`src/rtl/cnlc_pkg.sv`:
```
// Shared types, constants and microcode for the card number Luhn classifier.
package cnlc_pkg;

  localparam int CARD_W       = 54;
  localparam int DIGITS       = 17;
  localparam int BCD_W        = 4 * DIGITS;
  localparam int BITS_PER_OP  = 3;
  localparam int CNT_W        = 5;
  localparam int COUNT_W      = 5;
  localparam int CLASS_W      = 2;

  localparam logic [CNT_W-1:0] DABBLE_LAST = CNT_W'(CARD_W / BITS_PER_OP - 1);
  localparam logic [CNT_W-1:0] DIGIT_LAST  = CNT_W'(DIGITS - 1);

  localparam logic [COUNT_W-1:0] LEN_13 = 5'd13;
  localparam logic [COUNT_W-1:0] LEN_15 = 5'd15;
  localparam logic [COUNT_W-1:0] LEN_16 = 5'd16;

  localparam logic [3:0] LEAD_FOUR  = 4'd4;
  localparam logic [3:0] LEAD_THREE = 4'd3;
  localparam logic [3:0] LEAD_FIVE  = 4'd5;
  localparam logic [3:0] NEXT_FOUR  = 4'd4;
  localparam logic [3:0] NEXT_SEVEN = 4'd7;
  localparam logic [3:0] NEXT_ONE   = 4'd1;
  localparam logic [3:0] NEXT_FIVE  = 4'd5;

  localparam logic [CLASS_W-1:0] CLASS_NONE  = 2'd0;
  localparam logic [CLASS_W-1:0] CLASS_LEAD4 = 2'd1;
  localparam logic [CLASS_W-1:0] CLASS_3X    = 2'd2;
  localparam logic [CLASS_W-1:0] CLASS_5X    = 2'd3;

  typedef logic [1:0] op_t;
  localparam op_t OP_LOAD   = 2'd0;
  localparam op_t OP_DABBLE = 2'd1;
  localparam op_t OP_DIGIT  = 2'd2;
  localparam op_t OP_DONE   = 2'd3;

  typedef logic [1:0] cond_t;
  localparam cond_t COND_NONE  = 2'd0;
  localparam cond_t COND_START = 2'd1;
  localparam cond_t COND_LOOP  = 2'd2;

  typedef logic [1:0] step_t;
  localparam step_t STEP_IDLE   = 2'd0;
  localparam step_t STEP_DABBLE = 2'd1;
  localparam step_t STEP_DIGIT  = 2'd2;
  localparam step_t STEP_DONE   = 2'd3;

  typedef struct packed {
    op_t              op;
    cond_t            cond;
    step_t            target;
    logic [CNT_W-1:0] limit;
  } uword_t;

  typedef struct packed {
    op_t              op;
    logic             load;
    logic [CNT_W-1:0] idx;
  } ctrl_t;

  function automatic uword_t ucode_rom(input step_t addr);
    uword_t w;
    case (addr)
      STEP_IDLE:   w = '{OP_LOAD,   COND_START, STEP_IDLE,   '0};
      STEP_DABBLE: w = '{OP_DABBLE, COND_LOOP,  STEP_DABBLE, DABBLE_LAST};
      STEP_DIGIT:  w = '{OP_DIGIT,  COND_LOOP,  STEP_DIGIT,  DIGIT_LAST};
      STEP_DONE:   w = '{OP_DONE,   COND_NONE,  STEP_IDLE,   '0};
      default:     w = '{OP_DONE,   COND_NONE,  STEP_IDLE,   '0};
    endcase
    return w;
  endfunction

endpackage

```
`src/rtl/cnlc_useq.sv`:
```
// Microcode sequencer: step counter, loop counter and control word decode.
module cnlc_useq import cnlc_pkg::*; (
  input  logic  clk,
  input  logic  rst_n,
  input  logic  start,
  output logic  busy,
  output ctrl_t ctrl
);

  step_t            step_r, step_nxt;
  logic [CNT_W-1:0] cnt_r, cnt_nxt;
  uword_t           w;

  assign w = ucode_rom(step_r);

  always_comb begin
    step_nxt = step_r + 2'd1;
    cnt_nxt  = '0;
    case (w.cond)
      COND_START: begin
        if (!start) begin
          step_nxt = w.target;
        end
      end
      COND_LOOP: begin
        if (cnt_r != w.limit) begin
          step_nxt = w.target;
          cnt_nxt  = cnt_r + CNT_W'(1);
        end
      end
      COND_NONE: begin
        step_nxt = w.target;
      end
      default: begin
        step_nxt = STEP_IDLE;
      end
    endcase
  end

  always_ff @(posedge clk) begin
    if (!rst_n) begin
      step_r <= STEP_IDLE;
      cnt_r  <= '0;
    end else begin
      step_r <= step_nxt;
      cnt_r  <= cnt_nxt;
    end
  end

  assign busy      = (step_r != STEP_IDLE);
  assign ctrl.op   = w.op;
  assign ctrl.load = (w.op == OP_LOAD) && start;
  assign ctrl.idx  = cnt_r;

endmodule

```
`src/rtl/cnlc_dpath.sv`:
```
// Datapath: binary to decimal conversion, Luhn sum, digit count and classification.
module cnlc_dpath import cnlc_pkg::*; (
  input  logic               clk,
  input  logic               rst_n,
  input  ctrl_t              ctrl,
  input  logic [CARD_W-1:0]  in_card_number,
  output logic               out_valid,
  output logic [CLASS_W-1:0] out_card_class,
  output logic               out_checksum_ok,
  output logic [COUNT_W-1:0] out_digit_count
);

  logic [CARD_W-1:0]  bin_r, bin_nxt;
  logic [BCD_W-1:0]   bcd_r, bcd_nxt;
  logic [3:0]         sum_r, sum_nxt;
  logic [COUNT_W-1:0] count_r, count_nxt;
  logic [3:0]         lead_r, lead_nxt;
  logic [3:0]         next_r, next_nxt;
  logic [3:0]         prev_r, prev_nxt;
  logic               valid_r, valid_nxt;
  logic [CLASS_W-1:0] class_r, class_nxt;
  logic               ok_r, ok_nxt;
  logic [COUNT_W-1:0] dcount_r, dcount_nxt;

  logic [3:0] dig;
  logic [3:0] addend;
  logic [4:0] acc;
  logic       sum_ok;

  function automatic logic [BCD_W-1:0] dabble(input logic [BCD_W-1:0] v, input logic b);
    logic [BCD_W-1:0] adj;
    adj = v;
    for (int i = 0; i < DIGITS; i++) begin
      if (v[4*i +: 4] >= 4'd5) begin
        adj[4*i +: 4] = v[4*i +: 4] + 4'd3;
      end
    end
    return {adj[BCD_W-2:0], b};
  endfunction

  assign dig    = bcd_r[3:0];
  assign addend = ctrl.idx[0] ? ((dig < 4'd5) ? 4'(dig << 1) : 4'((dig << 1) - 4'd9)) : dig;
  assign acc    = 5'(sum_r) + 5'(addend);
  assign sum_ok = (sum_r == 4'd0);

  always_comb begin
    bin_nxt    = bin_r;
    bcd_nxt    = bcd_r;
    sum_nxt    = sum_r;
    count_nxt  = count_r;
    lead_nxt   = lead_r;
    next_nxt   = next_r;
    prev_nxt   = prev_r;
    valid_nxt  = 1'b0;
    class_nxt  = class_r;
    ok_nxt     = ok_r;
    dcount_nxt = dcount_r;
    case (ctrl.op)
      OP_LOAD: begin
        if (ctrl.load) begin
          bin_nxt   = in_card_number;
          bcd_nxt   = '0;
          sum_nxt   = '0;
          count_nxt = '0;
          lead_nxt  = '0;
          next_nxt  = '0;
          prev_nxt  = '0;
        end
      end
      OP_DABBLE: begin
        bcd_nxt = dabble(dabble(dabble(bcd_r, bin_r[CARD_W-1]), bin_r[CARD_W-2]),
                         bin_r[CARD_W-3]);
        bin_nxt = {bin_r[CARD_W-BITS_PER_OP-1:0], {BITS_PER_OP{1'b0}}};
      end
      OP_DIGIT: begin
        bcd_nxt  = {4'd0, bcd_r[BCD_W-1:4]};
        sum_nxt  = (acc >= 5'd10) ? 4'(acc - 5'd10) : acc[3:0];
        prev_nxt = dig;
        if (dig != 4'd0) begin
          count_nxt = COUNT_W'(ctrl.idx + CNT_W'(1));
          lead_nxt  = dig;
          next_nxt  = prev_r;
        end
      end
      OP_DONE: begin
        valid_nxt  = 1'b1;
        ok_nxt     = sum_ok;
        dcount_nxt = count_r;
        class_nxt  = CLASS_NONE;
        if (sum_ok) begin
          if ((count_r == LEN_13 || count_r == LEN_16) && lead_r == LEAD_FOUR) begin
            class_nxt = CLASS_LEAD4;
          end else if (count_r == LEN_15 && lead_r == LEAD_THREE &&
                       (next_r == NEXT_FOUR || next_r == NEXT_SEVEN)) begin
            class_nxt = CLASS_3X;
          end else if (count_r == LEN_16 && lead_r == LEAD_FIVE &&
                       next_r >= NEXT_ONE && next_r <= NEXT_FIVE) begin
            class_nxt = CLASS_5X;
          end
        end
      end
      default: begin
        valid_nxt = 1'b0;
      end
    endcase
  end

  always_ff @(posedge clk) begin
    if (!rst_n) begin
      valid_r <= 1'b0;
    end else begin
      valid_r <= valid_nxt;
    end
  end

  always_ff @(posedge clk) begin
    bin_r    <= bin_nxt;
    bcd_r    <= bcd_nxt;
    sum_r    <= sum_nxt;
    count_r  <= count_nxt;
    lead_r   <= lead_nxt;
    next_r   <= next_nxt;
    prev_r   <= prev_nxt;
    class_r  <= class_nxt;
    ok_r     <= ok_nxt;
    dcount_r <= dcount_nxt;
  end

  assign out_valid       = valid_r;
  assign out_card_class  = class_r;
  assign out_checksum_ok = ok_r;
  assign out_digit_count = dcount_r;

endmodule

```
`src/rtl/card_number_luhn_classifier_core.sv`:
```
// Top level of the card number Luhn classifier: sequencer, datapath and checks.
//
// Channel   Direction  Handshake          Ports
// input     in         start, busy        in_card_number
// result    out        out_valid strobe   out_card_class, out_checksum_ok, out_digit_count
//
// An item is taken when start is high and busy is low. It then passes through the
// binary to decimal converter (three bits per cycle), a walk over the decimal
// digits and a classifying step; out_valid, registered from that step, then pulses
// for one cycle, and busy is already low in that cycle.
// Reset is synchronous and active low and returns the sequencer to idle.
// The receiver cannot stall, so nothing waits on the result side.
module card_number_luhn_classifier_core import cnlc_pkg::*; (
  input  logic               clk,
  input  logic               rst_n,
  input  logic               start,
  output logic               busy,
  input  logic [CARD_W-1:0]  in_card_number,
  output logic               out_valid,
  output logic [CLASS_W-1:0] out_card_class,
  output logic               out_checksum_ok,
  output logic [COUNT_W-1:0] out_digit_count
);

  ctrl_t ctrl;

  cnlc_useq u_useq (
    .clk   (clk),
    .rst_n (rst_n),
    .start (start),
    .busy  (busy),
    .ctrl  (ctrl)
  );

  cnlc_dpath u_dpath (
    .clk             (clk),
    .rst_n           (rst_n),
    .ctrl            (ctrl),
    .in_card_number  (in_card_number),
    .out_valid       (out_valid),
    .out_card_class  (out_card_class),
    .out_checksum_ok (out_checksum_ok),
    .out_digit_count (out_digit_count)
  );

  a_accept_busy: assert property (@(posedge clk) disable iff (!rst_n)
    (start && !busy) |=> busy) else $error("busy did not rise after an accepted item");

  a_valid_idle: assert property (@(posedge clk) disable iff (!rst_n)
    out_valid |-> !busy) else $error("result shown while still busy");

  a_single_pulse: assert property (@(posedge clk) disable iff (!rst_n)
    out_valid |=> !out_valid) else $error("result strobe longer than one cycle");

  a_class_needs_sum: assert property (@(posedge clk) disable iff (!rst_n)
    (out_valid && !out_checksum_ok) |-> (out_card_class == CLASS_NONE))
    else $error("class given to a number with a bad checksum");

endmodule
```
`config.mk`:
```
export PLATFORM = sky130hd
export DESIGN_NAME = card_number_luhn_classifier_core
export DESIGN_NICKNAME = d
export VERILOG_FILES = /design/src/rtl/cnlc_pkg.sv /design/src/rtl/cnlc_useq.sv /design/src/rtl/cnlc_dpath.sv /design/src/rtl/card_number_luhn_classifier_core.sv
export SDC_FILE = /design/constraint.sdc
export NUM_CORES = 1
export LEC_CHECK = 0
export ABC_AREA = 1
export BUFFER_PORTS_ARGS = -buffer_cell sky130_fd_sc_hd__buf_2
export CAP_MARGIN = 25
export CORE_UTILIZATION = 45
export CTS_CLUSTER_DIAMETER = 50
export DETAILED_ROUTE_END_ITERATION = 8
export PLACE_DENSITY = 0.61
export SLEW_MARGIN = 20
export SYNTH_ARGS = -nofsm -noshare
export SYNTH_HDL_FRONTEND = slang
export SYNTH_SLANG_ARGS = --single-unit
```
`constraint.sdc`:
```
create_clock -name clk -period 7.1 [get_ports clk]
set_clock_uncertainty 0.05 [all_clocks]
set_input_delay 1.42 -clock clk [delete_from_list [all_inputs] [get_ports clk]]
set_output_delay 1.42 -clock clk [all_outputs]
set_load 0.01 [all_outputs]
```
* Word level (Yosys, flattened, before mapping)
Index checks and enable logic that the tools add are counted.
** Storage, ports and cells
- ROM bits :: 0
- Input bits :: 57
- Memories kept :: 0
- Latch bits :: 0
- Bits in registers :: 159
- RAM bits :: 0
** Cells by class
- Order comparisons :: 55
- Bitwise operators :: 1
- Divide/modulo/power cells :: 0
- Reduce and logical (&&, ||, !) cells :: 24
- Multiply operators :: 0
- Multiplexer cells :: 110
- Shift operators :: 0
- Equal/unequal tests :: 19
- Add/subtract/negate cells :: 56
** Operators with widths (number)
- 4-bit two-way mux :: 86
- 4-bit by 3-bit greater-or-equal comparator with 1-bit output (second input constant) :: 51
- 68-bit case mux with 3 select lines :: 1
- 4-bit by 2-bit adder with 4-bit output (second input constant) :: 48
- 54-bit case mux with 2 select lines :: 1
- 68-bit two-way mux :: 1
- 54-bit two-way mux :: 1
- 11-bit case mux with 4 select lines :: 1
- 4-bit case mux with 2 select lines :: 4
- 4-bit by 3-bit equality test with 1-bit output (second input constant) :: 4
- 3-bit two-way mux :: 5
- 2-bit equality test (second input constant) :: 5
- 5-bit by 4-bit equality test with 1-bit output (second input constant) :: 2
- 5-bit two-way mux :: 2
- 5-bit case mux with 2 select lines :: 1
- 3-bit by 2-bit adder with 3-bit output (second input constant) :: 3
- 2-bit two-way mux :: 4
- 4-bit subtractor (second input constant) :: 2
- 1-bit logical AND :: 7
- 2-bit by 1-bit equality test with 1-bit output (second input constant) :: 3
- 2-bit zero test :: 3
- 2-bit case mux with 3 select lines :: 1
- 2-bit AND reduction :: 3
- 3-bit AND reduction :: 2
- other kinds (20) :: 24

* Longest topological paths before layout
Gate-level depths: netlist (run 1).
- Depth after elaboration :: 10
- Mapped depth :: 24

* Cells and area by module
From an unflattened synthesis (run 1), not the netlist that was laid out.
** Unflattened totals
- Cell total of the unflattened synthesis :: 1638
- Area total of the unflattened synthesis :: 11980.2 sq um
** By module, submodules not included
- cnlc_dpath :: seq. area each 4554.4 sq um, cells an instance 1564, area an instance 11452.2 sq um, times used 1
- cnlc_useq :: seq. area each 140.1 sq um, cells an instance 74, area an instance 528.0 sq um, times used 1

* Worst setup path before layout (run 1)
No wires, ideal clock.
- Path type :: reg2reg
- Start point :: register u_useq.step_r[1]
- End point :: register u_dpath.bin_r[0] (enable)
- Required time :: 6509 ps
- Path slack :: 1567 ps
- Stages on the path, launching flop included :: 6
- Data arrival time :: 4943 ps
- Library setup time :: 541 ps
- Path buffers :: 1
- Period minus slack after synthesis :: 5533 ps
- Path through :: dfxtp_1 -> inv_1 -> ha_1 -> clkbuf_1 -> clkinv_1 -> o21ai_0
** On the way
- Longest elaborated chain between the ends :: 6
- Elaborated cells on any way between the ends :: 11
- Classes of those cells :: eq/ne: 5; mux: 1; reduce/logical: 5
** RTL lines
- start, declared :: line cnlc_useq.sv:10 : step_t step_r, step_nxt;
- start signal, assigned :: line cnlc_useq.sv:45 : step_r <= step_nxt;
- 2-bit equality test, or another cell as far along :: line cnlc_pkg.sv:64 : case (addr)
- 11-bit case mux with 4 select lines * :: line cnlc_pkg.sv:64
- 2-bit zero test :: line cnlc_useq.sv:52, cnlc_dpath.sv:58
- 1-bit logical AND :: line cnlc_useq.sv:52 : assign ctrl.load = (w.op == OP_LOAD) && start;
- 2-bit inequality test (no source line)
- 2-bit AND reduction (no source line) *
- end signal, assigned :: line cnlc_dpath.sv:117 : bin_r <= bin_nxt;
- end, declared :: line cnlc_dpath.sv:13 : logic [CARD_W-1:0] bin_r, bin_nxt;
Mark *: on every way between the ends. The rest lies on a longest branch, timed or not. The select of a mux whose other input is x is not followed.
A chain may end at the register's enable or synchronous reset.

* Worst setup path after layout (run 1)
- Start point :: register u_dpath.bcd_r[0]
- End point :: register u_dpath.sum_r[2], data pin
** On the way
- Longest elaborated chain between the ends :: 7
- Elaborated cells on any way between the ends :: 9
- Classes of those cells :: add/sub: 3; order compare: 2; mux: 4
** RTL lines
- start, declared :: line cnlc_dpath.sv:14 : logic [BCD_W-1:0] bcd_r, bcd_nxt;
- start signal, assigned :: line cnlc_dpath.sv:118 : bcd_r <= bcd_nxt;
- 4-bit subtractor / 4-bit by 3-bit < comparator with 1-bit output (equally long branches) :: line cnlc_dpath.sv:42 : assign addend = ctrl.idx[0] ? ((dig < 4'd5) ? 4'(dig << 1) : 4'((dig << 1) - 4'd9)) : dig;
- 4-bit two-way mux :: line cnlc_dpath.sv:42
- 4-bit two-way mux * :: line cnlc_dpath.sv:42
- 4-bit by 4-bit adder with 5-bit output * :: line cnlc_dpath.sv:43 : assign acc = 5'(sum_r) + 5'(addend);
- 4-bit subtractor / 5-bit by 4-bit greater-or-equal comparator with 1-bit output (equally long branches) :: line cnlc_dpath.sv:77 : sum_nxt = (acc >= 5'd10) ? 4'(acc - 5'd10) : acc[3:0];
- 4-bit two-way mux * :: line cnlc_dpath.sv:77
- 4-bit case mux with 2 select lines * :: line cnlc_dpath.sv:58 : case (ctrl.op)
- end signal, assigned :: line cnlc_dpath.sv:119 : sum_r <= sum_nxt;
- end, declared :: line cnlc_dpath.sv:15 : logic [3:0] sum_r, sum_nxt;
Mark *: on every way between the ends. The rest lies on a longest branch, timed or not.

==> results of run 1 <==
[cell usage after synthesis, types with 21 or more instances]
library cell / count
nand2_1: 519
edfxtp_1: 151
o22ai_1: 21
ha_1: 77
nand3_2: 48
nand2_2: 91
inv_1: 214
nor2_1: 48
nand4_1: 62
clkbuf_1: 22
nand2_4: 26
o21ai_0: 37
nand3_1: 120
a21oi_1: 24
[worst max-delay path by stage]
stage,to,slack (ps),depth (start not counted)
2_1_floorplan,u_dpath.bin_r[0],1570,5
3_3_place_gp,u_dpath.bcd_r[52],3660,4
3_5_place_dp,u_dpath.bcd_r[61],3630,4
4_1_cts,u_dpath.sum_r[2],3730,16
5_1_grt,u_dpath.sum_r[2],3320,16
6_report,u_dpath.sum_r[2],3680,16
[state kept, by name, indices dropped and copies added (netlist names)]
| signal | cells |
|---|---|
| u_dpath.out_card_class | 2 |
| u_dpath.bin_r | 54 |
| u_dpath.sum_r | 4 |
| u_dpath.count_r | 5 |
| u_dpath.out_digit_count | 5 |
| u_dpath.bcd_r | 68 |
| u_useq.cnt_r | 5 |
| u_dpath.next_r | 4 |
| u_useq.step_r | 2 |
| u_dpath.prev_r | 4 |
| u_dpath.out_checksum_ok | 1 |
| u_dpath.lead_r | 4 |
| u_dpath.out_valid | 1 |
[cells in the final DEF (no fill, tap or decap), types with 3 or more instances in the layout]
| master | Yosys | layout |
|---|---|---|
| nand2_1 | 519 | 519 |
| inv_1 | 214 | 214 |
| edfxtp_1 | 151 | 151 |
| nand3_1 | 120 | 120 |
| nand2_2 | 91 | 91 |
| ha_1 | 77 | 76 |
| buf_2 | 2 | 66 |
| nand4_1 | 62 | 62 |
| nand3_2 | 48 | 48 |
| nor2_1 | 48 | 47 |
| o21ai_0 | 37 | 36 |
| nand2_4 | 26 | 26 |
| a21oi_1 | 24 | 24 |
| o22ai_1 | 21 | 21 |
| o21ai_1 | 19 | 19 |
| clkbuf_16 | 0 | 17 |
| inv_2 | 12 | 12 |
| and2_4 | 12 | 12 |
| and2_1 | 11 | 11 |
| xor2_1 | 11 | 11 |
| a31oi_1 | 8 | 8 |
| buf_4 | 3 | 8 |
| dfxtp_1 | 8 | 8 |
| a21o_1 | 7 | 7 |
| o21ai_2 | 6 | 6 |
| nor3_1 | 5 | 5 |
| nand3b_1 | 4 | 4 |
| inv_6 | 0 | 4 |
| inv_8 | 0 | 4 |
| nand3_4 | 3 | 3 |
| o21bai_1 | 3 | 3 |
| xnor2_1 | 3 | 3 |
| bufinv_16 | 0 | 3 |
[final cells by class]
| class | instances | area [µm²] |
|---|---|---|
| timing repair buffer | 75 | 410 |
| tap | 372 | 465 |
| fill | 2592 | 13200 |
| clock buffer | 17 | 425 |
| inverter | 228 | 856 |
| clock inverter | 14 | 195 |
| antenna | 1 | 2.50 |
| multi-input combinational | 1187 | 6830 |
| sequential | 159 | 4690 |
[critical path, stage by stage, from the launching register on]
cell	delay, ps
edfxtp_1	480
inv_2	150
ha_1	150
inv_1	80
a21oi_4	200
nand2_1	70
nand3_1	80
o21ai_0	160
fa_1	460
xor2_1	240
inv_1	70
ha_1	210
inv_1	70
nor2_1	40
o21ai_0	430
nor2_1	100
a211oi_1	200
[cell families after synthesis]
logic type      share of synthesized area
simple gates                        0.385
xor+xnor                           0.0159
fa+ha+maj                          0.0788
buf+inv                            0.0787
flops                               0.376
compound gates                     0.0656
[metal layers]
| layer | track usage | up-vias |
|---|---|---|
| met4 | 0.0423 | 0 |
| li1 | - | 5427 |
| met5 | 0 | - |
| met2 | 0.335 | 114 |
| met1 | 0.246 | 4717 |
| met3 | 0.0271 | 13 |
[stage by stage]
stage	cells	hold slack, ps	cell area, µm²	worst slack (ps)
after floorplan	1602	376	12500	1570
after global placement	2019	389	13200	3660
after detailed placement	2019	397	13200	3630
after CTS	2050	415	13800	3730
after global routing	2053	433	13900	3320
final	2053	410	13900	3680
==> impl_metrics.py, run 1 <==
metrics = {
    "outcome": {
        "status": "finished clean",
    },
    "setup_path": {
        "crit_path_max_fanout": 6,
        "r2r_slack_ps": 3680,
        "reg2reg_from": "u_dpath.bcd_r[0]",
        "arrival_ps": 3620,
        "cp_data_required_time_ps": 7300,
        "critPathLaunch": "u_dpath.bcd_r[0]",
        "worst-r2r-cell-count": 16,
        "startpoint_type": "register",
        "critical_path_class": "register to register",
        "end_kind": "register",
        "r2r_end": "u_dpath.sum_r[2]",
    },
    "cts": {
        "root_buffer": "clkbuf_16",
        "clkLatencyLatePin_ps": 430,
        "postCtsSetupRepairBufs": 0,
        "clk_path_buf_depth": 2,
        "path_clk_slew_ps": 70,
        "cts_buffers": 17,
        "cts_num_sinks": 159,
        "hold_buffers": 0,
        "cts_resized": 0,
        "cts_tree": "done",
        "htreeDepth": 4,
    },
    "synthesis": {
        "synthFlopType": "edfxtp_1",
        "synth_edf_count": 151,
        "syn_area_per_cell_um2": 7.79,
        "yosys_warnings": 0,
        "synth_top_area_cell": "edfxtp_1",
        "synth-seq-area-share": 0.376,
        "synthTopCellsByArea": "edfxtp_1 36%, nand2_1 16%, ha_1 7.7%, inv_1 6.4%, nand3_1 4.8%",
        "yosys.area.top_type_share": 0.363,
        "yosysUniqueCellTypes": 49,
        "synth_nets": 1737,
        "synthCells": 1602,
        "synth_area_mm2": 0.0125,
        "async_reset_ff_frac": 0,
        "ys_ff_latch": 159,
    },
    "grt": {
        "track_usage": 0.190,
        "grt_pass1_vias": 9600,
        "grt_pass1_wl_mm": 44.2,
        "antenna_found_initial": 1,
        "gr-total-overflow": 0,
        "grt_max_degree": 62,
    },
    "timing": {
        "max-slew-margin-rel": 0.522,
        "fin_crit_sh": 0.481,
        "fmax_mhz": 293,
        "finalSetupTns_ps": 0,
        "period_needed_ps": 3420,
        "final_max_slew_viol_count": 0,
        "worstMarginPinSlew_ps": 717,
        "rsz0062_at_grt": "false",
        "setup_violations": 0,
        "finalHoldViolCount": 0,
    },
    "finish": {
        "syn2layout_area_growth_pct": 11.2,
        "layout-drive-gt1-share": 0.190,
        "final_util": 0.512,
        "nNetsFinal": 1803,
    },
    "floorplan": {
        "dieArea_mm2": 0.0284,
        "io_pins": 67,
        "rows": 60,
        "die_h_um": 169,
        "die_x_um": 169,
        "core_mm2": 0.0271,
        "start_util": 0.460,
    },
    "routing": {
        "detail_route.iter0.violations": 663,
        "top_layer_used": "met4",
        "vias": 10271,
        "routed_wl_mm": 25.9,
        "dr.pass1.iters": 7,
        "wl_met2_mm": 12.7,
        "drc": 0,
        "met3WireLength_um": 613,
        "drtAntennaViolNets": 0,
        "wl_met1_mm": 12.4,
        "routedWlPerCell_um": 12.6,
        "vias_per_cell": 5.00,
    },
    "placement": {
        "dp_hpwl_mm": 18.8,
        "gp_congestion": 0.810,
        "portBuffers": 66,
    },
    "worst_hold_path": {
        "hold_class": "register to register",
        "min-delay-start": "u_dpath.count_r[4]",
        "min_to": "u_dpath.out_digit_count[4]",
        "holdPathStages": 0,
    },
    "job": {
        "maxCapViolCount": 0,
    },
}
Power of run 1 is not shown: default switching activity piles up to over one toggle a cycle in this logic, so the estimate is an artifact.
==> run 2, diff against run 1 <==
clock period = 3.18 ns   (was 7.1 ns; I/O delays follow)
==> run 2 against run 1 <==
Effect of this change:
- design area rose by 0.83%
- global-route usage increased by 0.34 points
- highest routed layer unchanged
- first-iteration DRC count fell by 19%
- register-to-register slack lost 3400 ps
- non-clock buffer count rose by 12
- fmax grew 16%
- wire length grew 3.4%
- sequential share of layout area decreased by 0.28 points
- cell count is 0.54% higher
- via count up 0.56%
- die area stayed put
==> impl_metrics.py, run 2 (synthesis results as in run 1) <==
metrics = {
    "floorplan": {
        "die_x_um": 169,
        "rows": 60,
        "dieArea_mm2": 0.0284,
        "io_pins": 67,
        "start_util": 0.460,
        "die_h_um": 169,
        "core_mm2": 0.0271,
    },
    "setup_path": {
        "setup.worst_path.end": "u_dpath.sum_r[2]",
        "crit_buf_inv": 5,
        "end_kind": "register",
        "slowest_delay_ps": 400,
        "crit_chain": "inv_2 -> ha_1 -> inv_1 -> a21oi_4 -> a21oi_1 -> ha_1 -> fa_2 -> xor2_2 -> inv_1 -> ha_1 -> inv_1 -> nor2_1 -> o21ai_2 -> buf_4 -> a211oi_1",
        "crit_family": "adder cells",
        "reg2reg_from": "u_dpath.bcd_r[0]",
        "worst-r2r-cell-count": 15,
        "cp_data_required_time_ps": 3310,
        "critical_path_class": "register to register",
        "r2r_end": "u_dpath.sum_r[2]",
        "cp_slowest_cell": "edfxtp_1",
        "critPathLaunch": "u_dpath.bcd_r[0]",
        "worst-path-stages": 15,
        "crit_path_max_fanout": 6,
        "r2r_slack_ps": 240,
        "arrival_ps": 3070,
        "startpoint_type": "register",
    },
    "routing": {
        "routedWlPerCell_um": 13.0,
        "vias_per_cell": 5.00,
        "detail_route.iter0.violations": 539,
        "vias": 10329,
        "dr.pass1.iters": 5,
        "drc": 0,
        "routed_wl_mm": 26.8,
        "drtAntennaViolNets": 0,
    },
    "worst_hold_path": {
        "hold_class": "input pin to register",
        "holdPathStages": 3,
    },
    "placement": {
        "portBuffers": 66,
        "dp_hpwl_mm": 19.7,
        "dp.cells": 2028,
        "gp_congestion": 0.815,
        "post_dp_cell_area_mm2": 0.0133,
    },
    "finish": {
        "largest-register": "u_dpath.bcd_r",
        "layout-drive-gt1-share": 0.207,
        "diodes": 0,
        "multi_input_area_mm2": 0.00689,
        "syn2layout_area_growth_pct": 12.1,
        "nNetsFinal": 1815,
        "final_common_cell": "nand2_1",
        "fill_cells": 2555,
        "design_area_mm2": 0.0140,
        "top_regs": "u_dpath.bcd_r x68, u_dpath.bin_r x54",
        "seq_area_mm2": 0.00469,
        "largest_register_ffs": 68,
        "stdcell_count": 2064,
        "final_cell_mix": "518 x nand2_1, 208 x inv_1, 151 x edfxtp_1, 117 x nand3_1, 92 x nand2_2",
    },
    "grt": {
        "grt_max_degree": 56,
        "grt_pass1_vias": 9732,
        "grt_pass1_wl_mm": 45.0,
        "use_met3": 0.0257,
        "track_usage": 0.193,
        "grt.busiest_layer": "met2",
        "grt_use_met1": 0.256,
        "gr-total-overflow": 0,
        "grtUsageMet2": 0.335,
        "antenna_found_initial": 0,
    },
    "cts": {
        "cts_tree": "done",
        "cts_num_sinks": 159,
        "clk_path_buf_depth": 2,
        "cts_buffers": 17,
        "clkLatencyLatePin_ps": 430,
        "hold_buffers": 0,
        "htreeDepth": 4,
        "root_buffer": "clkbuf_16",
        "path_clk_slew_ps": 70,
    },
    "timing": {
        "final_max_slew_viol_count": 0,
        "fmax_mhz": 340,
        "setup_violations": 0,
        "max-slew-margin-rel": 0.537,
        "finalSetupTns_ps": 0,
        "worstMarginPinSlew_ps": 692,
        "fin_crit_sh": 0.926,
        "period_needed_ps": 2940,
        "finalHoldViolCount": 0,
    },
    "outcome": {
        "status": "finished clean",
    },
    "job": {
        "maxCapViolCount": 0,
    },
}
run 2: how the worst min path moves through the flow:
stage	start	end	slack, ps
after global placement	u_dpath.count_r[4]	u_dpath.out_digit_count[4]	390
after detailed placement	u_dpath.count_r[4]	u_dpath.out_digit_count[4]	400
after CTS	rst_n	u_dpath.out_valid	370
final	rst_n	u_dpath.out_valid	380
after floorplan	u_dpath.count_r[4]	u_dpath.out_digit_count[4]	380
after global routing	rst_n	u_dpath.out_valid	370
run 2: stage by stage:
step | hold WS (ps) | util | worst slack (ps)
floorplan | 376 | - | 71.1
global placement | 389 | 0.492 | 34.1
finish | 376 | 0.516 | 235
global route | 375 | 0.516 | -6.31
CTS | 371 | 0.513 | 11.7
detailed placement | 398 | 0.492 | -101
run 2: repair_timing:
| item | 4_1_cts | 5_1_grt |
|---|---|---|
| resized for setup | 1 | 20 |
| setup buffers | 0 | 5 |
| endpoints found under the setup margin | 3 | 13 |
| pin swaps | 0 | 6 |
run 2: area by class of cell:
cell class,instances,area share
multi-input cells,1187,0.492
flip-flops and latches,159,0.335
inverters,228,0.0612
repair buffers,87,0.0367
well taps,372,0.0333
clock buffers,17,0.0304
clock inverters,14,0.0108
run 2: worst reg2reg max path, cell delays in order (launching register included):
cell      delay, ps
edfxtp_1        400
inv_2           120
ha_1            150
inv_1            80
a21oi_4         190
a21oi_1         100
ha_1            230
fa_2            380
xor2_2          200
inv_1            80
ha_1            200
inv_1            70
nor2_1           50
o21ai_2         180
buf_4           150
a211oi_1         60
run 2: per-layer routing:
layer  share of wire  wire length, µm  vias up
met2            0.48            12900       99
met4           0.011              285        0
met3           0.020              547       22
met5               0                0        -
met1            0.49            13000     4762
li1                -                -     5446
Power of run 2 is left out for the same reason.
==> run 3, diff against run 2 <==
ABC_AREA = unset   (was 1)
==> run 3 against run 2 <==
Effect of this change:
- sequential cell count unchanged
- the flow now finishes with violations (setup timing)
- synthesized cell count is 14% lower
- sequential share of layout area shrank 5.4 points
- via count is 13% higher
- die area rose by 3.4%
- register-to-register slack lost 310 ps
- synthesized area grew 3.4%
==> impl_metrics.py, run 3 <==
metrics = {
    "setup_path": {
        "critical_path_class": "register to register",
        "r2r_end": "u_dpath.bcd_r[66]",
        "end_kind": "register",
        "startpoint_type": "register",
        "cp_data_required_time_ps": 3410,
        "reg2reg_from": "u_dpath.bcd_r[64]",
        "critPathLaunch": "u_dpath.bcd_r[64]",
        "r2r_slack_ps": -80,
        "worst-r2r-cell-count": 16,
        "setup.worst_path.end": "u_dpath.bcd_r[66]",
        "arrival_ps": 3490,
        "crit_path_max_fanout": 3,
    },
    "routing": {
        "vias": 11653,
        "drc": 0,
        "drtAntennaViolNets": 0,
        "routedWlPerCell_um": 15.9,
        "vias_per_cell": 5.72,
        "routed_wl_mm": 32.3,
        "dr.pass1.iters": 5,
        "detail_route.iter0.violations": 761,
    },
    "finish": {
        "largest-register": "u_dpath.bcd_r",
        "layout-drive-gt1-share": 0.362,
        "final_common_cell": "buf_4",
        "final_cell_mix": "223 x buf_4, 151 x edfxtp_1, 142 x nand2_1, 70 x mux2_2, 66 x buf_2",
        "largest_register_ffs": 68,
        "diodes": 0,
        "syn2layout_area_growth_pct": 29.4,
        "nNetsFinal": 1782,
        "fill_cells": 2423,
        "top_regs": "u_dpath.bcd_r x68, u_dpath.bin_r x54",
    },
    "cts": {
        "htreeDepth": 4,
        "path_clk_slew_ps": 80,
        "hold_buffers": 0,
        "cts_num_sinks": 159,
        "cts_buffers": 17,
        "cts_tree": "done",
        "clk_path_buf_depth": 2,
        "clkLatencyLatePin_ps": 430,
        "root_buffer": "clkbuf_16",
    },
    "worst_hold_path": {
        "hold_class": "input pin to register",
    },
    "placement": {
        "dp_hpwl_mm": 22.4,
        "gp_congestion": 0.859,
        "portBuffers": 66,
    },
    "outcome": {
        "status": "finished, violations left",
        "violations": "setup timing",
    },
    "grt": {
        "grt_pass1_vias": 10929,
        "antenna_found_initial": 0,
        "grt_pass1_wl_mm": 51.8,
        "track_usage": 0.218,
        "grt_max_degree": 71,
        "gr-total-overflow": 0,
    },
    "timing": {
        "worstMarginPinSlew_ps": 829,
        "setup_violations": 2,
        "fin_ws_ps": -76.5,
        "fmax_mhz": 307,
        "fin_crit_sh": 1.02,
        "period_needed_ps": 3260,
        "finalSetupTns_ps": -135,
        "finalHoldViolCount": 0,
        "max-slew-margin-rel": 0.447,
        "rsz0062_at_grt": "true",
        "final_max_slew_viol_count": 0,
    },
    "synthesis": {
        "yosysUniqueCellTypes": 89,
        "yosys-top-cells-count": "151 x edfxtp_1, 148 x nand2_1, 78 x a21oi_1, 77 x ha_1, 73 x inv_1",
        "yosys.area.top_type_share": 0.351,
        "synthFlopType": "edfxtp_1",
        "synth_edf_count": 151,
        "synth_top_area_cell": "edfxtp_1",
        "synthCells": 1385,
        "ys_ff_latch": 159,
        "synth-seq-area-share": 0.364,
        "yosys_warnings": 0,
        "synthTopCellsByArea": "edfxtp_1 35%, ha_1 7.5%, mux2_2 6.2%, nand2_1 4.3%, a21oi_1 3.0%",
        "syn_area_per_cell_um2": 9.32,
        "async_reset_ff_frac": 0,
        "synth_nets": 1520,
        "synth_area_mm2": 0.0129,
        "synth.most_common_cell": "edfxtp_1",
    },
    "job": {
        "maxCapViolCount": 0,
    },
    "floorplan": {
        "io_pins": 67,
        "rows": 61,
        "core_mm2": 0.0280,
        "start_util": 0.461,
        "die_h_um": 171,
        "die_x_um": 171,
        "dieArea_mm2": 0.0294,
    },
    "pwr": {
        "ir_drop_mv": 0.352,
        "p_total_mw": 9.65,
        "p_per_area_mw_per_mm2": 577,
        "leakage_nw": 6.65,
    },
}
-- run 3: cell types whose count changed after synthesis, sizes merged, moves of 50 or more --
cell,delta
nand2,-490
inv,-148
nand3,-131
mux2,+71
a21oi,+54
nand4,-50
-- run 3: layer usage --
metal	vias up	routed length, µm	GRT usage
met3	22	841	0.0225
met2	203	16000	0.382
met5	-	0	0
met1	5593	15200	0.286
met4	0	344	0.0586
li1	5835	-	-
-- run 3: what timing repair did --
action | CTS | global route
endpoints found under the setup margin | 13 | 38
resized for setup | 34 | 130
setup buffers | 16 | 32
pin swaps | 13 | 63
-- run 3: power by group --
group,switching [mW],internal (mW)
Sequential,0.176,2.56
Clock,1.06,1.15
Combinational,2.42,2.26
-- run 3: area by class of cell --
type                            instances  area (µm²)  share of cell area
Multi-Input combinational cell       1097        8520               0.510
Timing Repair Buffer                  294        2090               0.125
Clock inverter                         15         208              0.0124
Inverter                               78         298              0.0178
Clock buffer                           17         425              0.0255
Sequential cell                       159        4690               0.281
Tap cell                              378         473              0.0283
-- run 3: worst min path at each step --
stage	end	from	cells past startpoint
2_1_floorplan	u_dpath.out_digit_count[4]	u_dpath.count_r[4]	0
3_3_place_gp	u_dpath.out_digit_count[2]	u_dpath.count_r[2]	0
3_5_place_dp	u_dpath.out_digit_count[4]	u_dpath.count_r[4]	0
4_1_cts	u_dpath.out_valid	rst_n	2
5_1_grt	u_useq.step_r[0]	rst_n	3
6_report	u_dpath.out_valid	rst_n	2
-- run 3: kinds of logic (layout without fill, tap and decap cells) --
group / after synthesis / count (layout) / synth area share
AOI/OAI and AO/OA: 445 / 445 / 0.242
DFF: 159 / 159 / 0.364
xor gates and xnor gates: 23 / 23 / 0.0156
and+or+nand+nor: 451 / 451 / 0.179
muxes: 99 / 99 / 0.0837
adders and majority gates: 79 / 79 / 0.0771
buffers and inverters: 129 / 404 / 0.0393
-- run 3: worst max-delay path, stage by stage, from the launching register on --
cell	delay, ps
edfxtp_1	430
ha_2	200
nand2b_4	140
a21oi_4	140
xnor2_2	150
ha_2	220
nor2b_4	140
nor2_1	50
mux2i_2	190
nand2_2	130
xnor2_4	160
ha_2	180
nor2b_4	130
a211o_1	260
o311ai_4	110
mux2_4	330
nor2_1	90
-- run 3: through the flow --
step	area [µm²]	setup WS (ps)	hold slack [ps]	std cells	util
2_1_floorplan	13100	-79.2	382	1385	-
6_report	16700	-76.5	396	2038	0.596
5_1_grt	16700	-289	413	2038	0.596
4_1_cts	15900	-97.8	382	2006	0.569
3_5_place_dp	15000	-173	407	1958	0.537
3_3_place_gp	15000	-73.7	403	1958	0.537
No activity file was read; power rests on OpenSTA's default activity.
